## config.mk

```make
export PLATFORM = sky130hd
export DESIGN_NAME = bpa_ram
export DESIGN_NICKNAME = d
export VERILOG_FILES = /design/src/rtl/bpa_ram.sv
export SDC_FILE = /design/constraint.sdc
export NUM_CORES = 1
export LEC_CHECK = 0
export ABC_AREA = 1
export BUFFER_PORTS_ARGS = -buffer_cell sky130_fd_sc_hd__buf_2
export CORE_MARGIN = 1
export CORE_UTILIZATION = 60
export DETAILED_ROUTE_END_ITERATION = 8
export PLACE_DENSITY = 0.78
export SYNTH_ARGS = -nofsm -noshare
export SYNTH_HDL_FRONTEND = slang
export SYNTH_SLANG_ARGS = --single-unit
```

## constraint.sdc

```tcl
create_clock -name clock -period 2.7 [get_ports clock]
set_input_delay 0 -clock clock [delete_from_list [all_inputs] [get_ports clock]]
set_output_delay 0 -clock clock [all_outputs]
set_load 0.02 [all_outputs]
```

## src/rtl/bpa_ram.sv

```systemverilog
`timescale 1ns / 1ps
module bpa_ram #(
   parameter int WIDTH = 8,
   parameter int DEPTH = 16
) (
   input  logic                     clock,
   input  logic                     wr_en,
   input  logic [$clog2(DEPTH)-1:0] wr_addr,
   input  logic [WIDTH-1:0]         wr_data,
   input  logic [$clog2(DEPTH)-1:0] rd_addr,
   output logic [WIDTH-1:0]         rd_data
);
   logic [WIDTH-1:0] mem [DEPTH];
   logic [WIDTH-1:0] rd_data_ff;

   always_ff @(posedge clock) begin
      if (wr_en) begin
         mem[wr_addr] <= wr_data;
      end
      rd_data_ff <= mem[rd_addr];
   end

   assign rd_data = rd_data_ff;
endmodule
```

# Yosys cells after proc, flatten, opt, wreduce, memory -nomap -nowiden
# Memory sizes are Yosys's and may differ from the RTL's. A register that Yosys moved wholly into a read port is not among the register bits.
# Index checks and enable logic that the tools add are counted.
# word_totals
ff_bits,0
ram_bits,128
input_bits,18
out_inout_bits,8
wordCells,3
n_memories,1
# memory_table
name,words,word_bits,read_ports,rd_clocked_by_memory_dff,write_ports,line_no,rtl
mem,16,8,1,1,1,13,logic [WIDTH-1:0] mem [DEPTH];
# op_classes
muxes,2
# ops
operator,n
2-to-1 mux 1 bit,2

# Logic depth before layout (Yosys ltp)
# depth
word_depth,2
depth_mapped,8
ltp_nobuf,7

# Worst setup path before layout
# Ideal clock, no wire load.
# synth_timing
path_type,input to register
start,in wr_addr[2]
end,"mem mem[10][0], enable pin"
setup_ns,0.370
arrival_ns,0.581
t_required_ns,2.330
setup_slack_ns,1.749
cell_stages,2
n_path_buf,0
cell_sequence,nand3b_1 nor2_1
# synth_lines
element,line_no,rtl
"start, declared",8,"input logic [$clog2(DEPTH)-1:0] wr_addr,"
"end, declared",13,
# Straight into the memory's write port.

==> results_tabular.tex <==
\begin{tabular}{lr}
\hline
Metric & Value \\
\hline
\multicolumn{2}{l}{\textbf{STA}} \\
Slew Limit Headroom & between 20\% and 30\% \\
Setup repair after global routing missed its margin & false \\
Finish-stage setup viols & 0 \\
Slew of the pin with the lowest slew margin & 1.07 ns \\
Final Hold Violating Endpoints & 0 \\
Setup\_tns & 0 ns \\
Max-slew violation count & 0 \\
Final critical-path share of the clock period & roughly two fifths \\
Shortest period the worst path allows & 1.10 ns \\
Max Fclk & 908 MHz \\
Least setup slack across all paths after layout & 1.60 ns \\
Clock Skews & 0.00814 ns \\
\multicolumn{2}{l}{\textbf{Outcome}} \\
Result of the run & completed \\
\multicolumn{2}{l}{\textbf{Floorplan}} \\
Die Footprint & 10000 um2 \\
I/O pin cnt & 26 \\
Height of the die & about 100 um \\
Effective utilization at floorplan & between 60\% and 70\% \\
Placeable Area & 9280 um2 \\
X dimension of the die & 100 um \\
Row count & 35 \\
\multicolumn{2}{l}{\textbf{Synthesis}} \\
Number of synthesized register bits & 136 \\
Cell type contributing the most total cell area after synthesis & sky130\_fd\_sc\_hd\_\_edfxtp\_1 \\
Xor/xnor cell area share of the yosys netlist & 0\% \\
Combinational family with the most area after synthesis & simple AND/OR/NAND/NOR gates \\
YS warnings & 0 \\
Number of cells produced by synthesis & roughly 550 \\
Post-Syn Area & 5770 um2 \\
Area fraction in compound gates after synthesis & 0\% \\
Area share of the largest cell type after synthesis & 66.7\% \\
Synthesized net count & 569 \\
Distinct cells, synth & 12 \\
Post-synthesis share of cell area spent on and, or, nand and nor gates & 21.0\% \\
Synth Area per Inst & between 10 and 15 um2 \\
Largest cells by area after synthesis & sky130\_fd\_sc\_hd\_\_edfxtp\_1 67\%, sky130\_fd\_sc\_hd\_\_nand2\_1 11\%, sky130\_fd\_sc\_hd\_\_nand3\_1 8.4\% \\
Synth Area in Adders & 0\% \\
Sequential fraction of the synthesis area & a little under 70\% \\
Mux share of post-synthesis cell area & 0\% \\
\multicolumn{2}{l}{\textbf{Clock network}} \\
Number of buffers on the longest clock path & 2 \\
Clock-pin slew on the worst setup and hold paths & about 0.060 ns \\
TritonCTS clock tree & built \\
Number of gates resized after CTS & 0 \\
Clock network latency to the later pin of the worst-skew pair & 0.51 ns \\
Cell at the root of the clock tree & sky130\_fd\_sc\_hd\_\_clkbuf\_8 \\
Number of buffers created by CTS & 17 \\
Number of levels the H-tree was split into & 4 \\
Sink count of the clock tree & 136 \\
Post-CTS setup repair buffer count & 0 \\
\multicolumn{2}{l}{\textbf{Placed design}} \\
Post-placement setup slack & approximately 1.1 ns \\
Routability Congestion & 0.903 \\
Half-perimeter wire length after detailed placement & 7380 um \\
PortBufs & 25 \\
\multicolumn{2}{l}{\textbf{Pwr}} \\
Switching power as a share of total power & 19.8\% \\
Internal power contribution & 4.30 mW \\
Psw & 1.06 mW \\
VDD IR-drop max & 513 uV \\
Clock power share & 50.1\% \\
Total power after layout & between 5 and 6 mW \\
Combinational power share & 5.6\% \\
Power Density & between 800 and 900 nW/um2 \\
Flop pwr share & 44.3\% \\
Total leakage power & just under 3 nW \\
\multicolumn{2}{l}{\textbf{GRT}} \\
Antenna violations before repair & 0 \\
Aggregate global-route resource usage & 28.1\% \\
Via count of the first global-routing pass & 3794 \\
Maximum number of pins on one net before global-route repair & between 60 and 70 \\
Wire length of the first global-routing pass & 20100 um \\
Residual overflow from global routing & 0 \\
\multicolumn{2}{l}{\textbf{Route}} \\
Detailed router's first-iteration violation count & 456 \\
Routed length per placed instance & 17.5 um \\
Final WL & 12700 um \\
Post-DRT Antenna Nets & 0 \\
Pre-antenna DRT Iters & 6 \\
Number of remaining DRC errors & 0 \\
Mean number of vias per cell & approximately 5.4 \\
Number of vias after detailed routing & 3925 \\
\multicolumn{2}{l}{\textbf{Layout}} \\
Proportion of layout cells with a drive suffix above 1 & 10.1\% \\
Count of inserted antenna diode cells & 0 \\
Most used cells in the layout excluding fill and tap cells & 173 x sky130\_fd\_sc\_hd\_\_nand2\_1, 128 x sky130\_fd\_sc\_hd\_\_edfxtp\_1, 100 x sky130\_fd\_sc\_hd\_\_inv\_1, 97 x sky130\_fd\_sc\_hd\_\_nand3\_1, 25 x sky130\_fd\_sc\_hd\_\_buf\_2 \\
Core occupancy in the finished layout & 72.1\% \\
Most common cell after layout, fill and taps aside & sky130\_fd\_sc\_hd\_\_nand2\_1 \\
Layout Area Growth over Synthesis & 16.1\% \\
Final layout net count & 600 \\
\multicolumn{2}{l}{\textbf{Setup path}} \\
Most numerous cell on the critical path & sky130\_fd\_sc\_hd\_\_nand3\_1 \\
Critical path destination & rd\_data[4]\$\_DFF\_P\_ \\
Cells along the critical path & buf\_2, inv\_2, nand2\_1, nand3\_1, nand3\_1, nand3\_1, nand2\_1 \\
Critical Path Source Type & primary input \\
WP buf/inv & 2 \\
Worst R2R End & rd\_data[3]\$\_DFF\_P\_ \\
Maximum fanout along the worst path & 64 \\
Startpoint of the lowest-slack register-to-register path & mem[4][3]\$\_DFFE\_PP\_ \\
Instance count on the critical path & 7 \\
Crit. Startpoint & rd\_addr[0] \\
Arr. time, crit path & roughly 1.5 ns \\
Required time reported for the critical path endpoint & roughly 3.1 ns \\
R2R Setup Slk & about 1.6 ns \\
Endpoint type of the worst setup path & flip-flop \\
Count of cells along the worst register-to-register path & 6 \\
Largest stage delay on the critical path & 0.77 ns \\
Slowest stage cell on the critical path & sky130\_fd\_sc\_hd\_\_inv\_2 \\
Setup CP Type & in2reg \\
CP delay by family, top & buffers and inverters \\
\multicolumn{2}{l}{\textbf{Min path}} \\
Hold path startpoint & rd\_addr[2] \\
Class of the tightest hold or removal check & in2reg \\
Hold path cells & 4 \\
\multicolumn{2}{l}{\textbf{Run}} \\
Count of maximum capacitance violations & 0 \\
\hline
\end{tabular}
==> power groups by stage <==
stage	Combinational, mW	Sequential, mW	Clock [mW]
after floorplan	0.167	2.43	0
after global routing	0.332	2.38	2.79
final	0.301	2.38	2.69
after global placement	0.278	2.42	0
after detailed placement	0.285	2.42	0
after CTS	0.298	2.38	2.70
==> metrics by stage <==
stage                     cell area [um2]  instances  hold slack, ns
after floorplan                      5770        551          0.0989
after global placement               5900        683           0.373
after detailed placement             5900        683           0.387
after CTS                            6690        724        0.000959
after global routing                 6690        724          0.0558
final                                6690        724          0.0259
==> registers in the layout, indices dropped and copies added, names as in the netlist <==
register / cells
rd_data: 8
mem: 128
==> synth_stat cells <==
cell / n
sky130_fd_sc_hd__nor2_1: 17
sky130_fd_sc_hd__buf_1: 1
sky130_fd_sc_hd__edfxtp_1: 128
sky130_fd_sc_hd__buf_4: 4
sky130_fd_sc_hd__buf_6: 6
sky130_fd_sc_hd__nand3_1: 97
sky130_fd_sc_hd__buf_2: 13
sky130_fd_sc_hd__nand3b_1: 2
sky130_fd_sc_hd__dfxtp_1: 8
sky130_fd_sc_hd__inv_2: 2
sky130_fd_sc_hd__inv_1: 100
sky130_fd_sc_hd__nand2_1: 173
==> routing by layer <==
layer / vias to the layer above / track usage, % / part of all wire, %
li1: 1833 / - / -
met1: 1846 / 36.2 / 39
met2: 213 / 46.2 / 50
met3: 33 / 6.75 / 8.3
met4: 0 / 11.9 / 2.7
met5: - / 0 / 0
==> kinds of logic after synthesis <==
logic type,Yosys count
flip-flops,136
buffers and inverters,126
AND/OR/NAND/NOR,289
==> worst min-delay path by stage <==
| stage | end |
|---|---|
| after floorplan | mem[0][0]$_DFFE_PP_ |
| after global placement | rd_data[4]$_DFF_P_ |
| after detailed placement | rd_data[1]$_DFF_P_ |
| after CTS | rd_data[5]$_DFF_P_ |
| after global routing | rd_data[1]$_DFF_P_ |
| final | rd_data[5]$_DFF_P_ |
==> worst register-to-register path: stages, from the launching register on <==
cell and delay [ns]:
sky130_fd_sc_hd__edfxtp_1 0.39, sky130_fd_sc_hd__inv_1 0.08, sky130_fd_sc_hd__nand2_1 0.05, sky130_fd_sc_hd__nand3_1 0.14
sky130_fd_sc_hd__nand3_1 0.12, sky130_fd_sc_hd__nand3_1 0.14, sky130_fd_sc_hd__nand2_1 0.07
==> what timing repair did <==
action | 4_1_cts | 5_1_grt
setup endpoints to repair | 0 | 0
hold endpoints to repair | 136 | 0
hold buffers | 9 | 0
==> area by class of cell <==
| type | count | area [um2] |
|---|---|---|
| flip-flops and latches | 136 | 4000 |
| fillers | 630 | 2590 |
| multi-input cells | 289 | 1210 |
| clock buffers | 21 | 459 |
| inverters | 102 | 383 |
| clock inverters | 11 | 241 |
| repair buffers | 36 | 230 |
| well taps | 129 | 161 |
(Power assumes the default switching activity.)
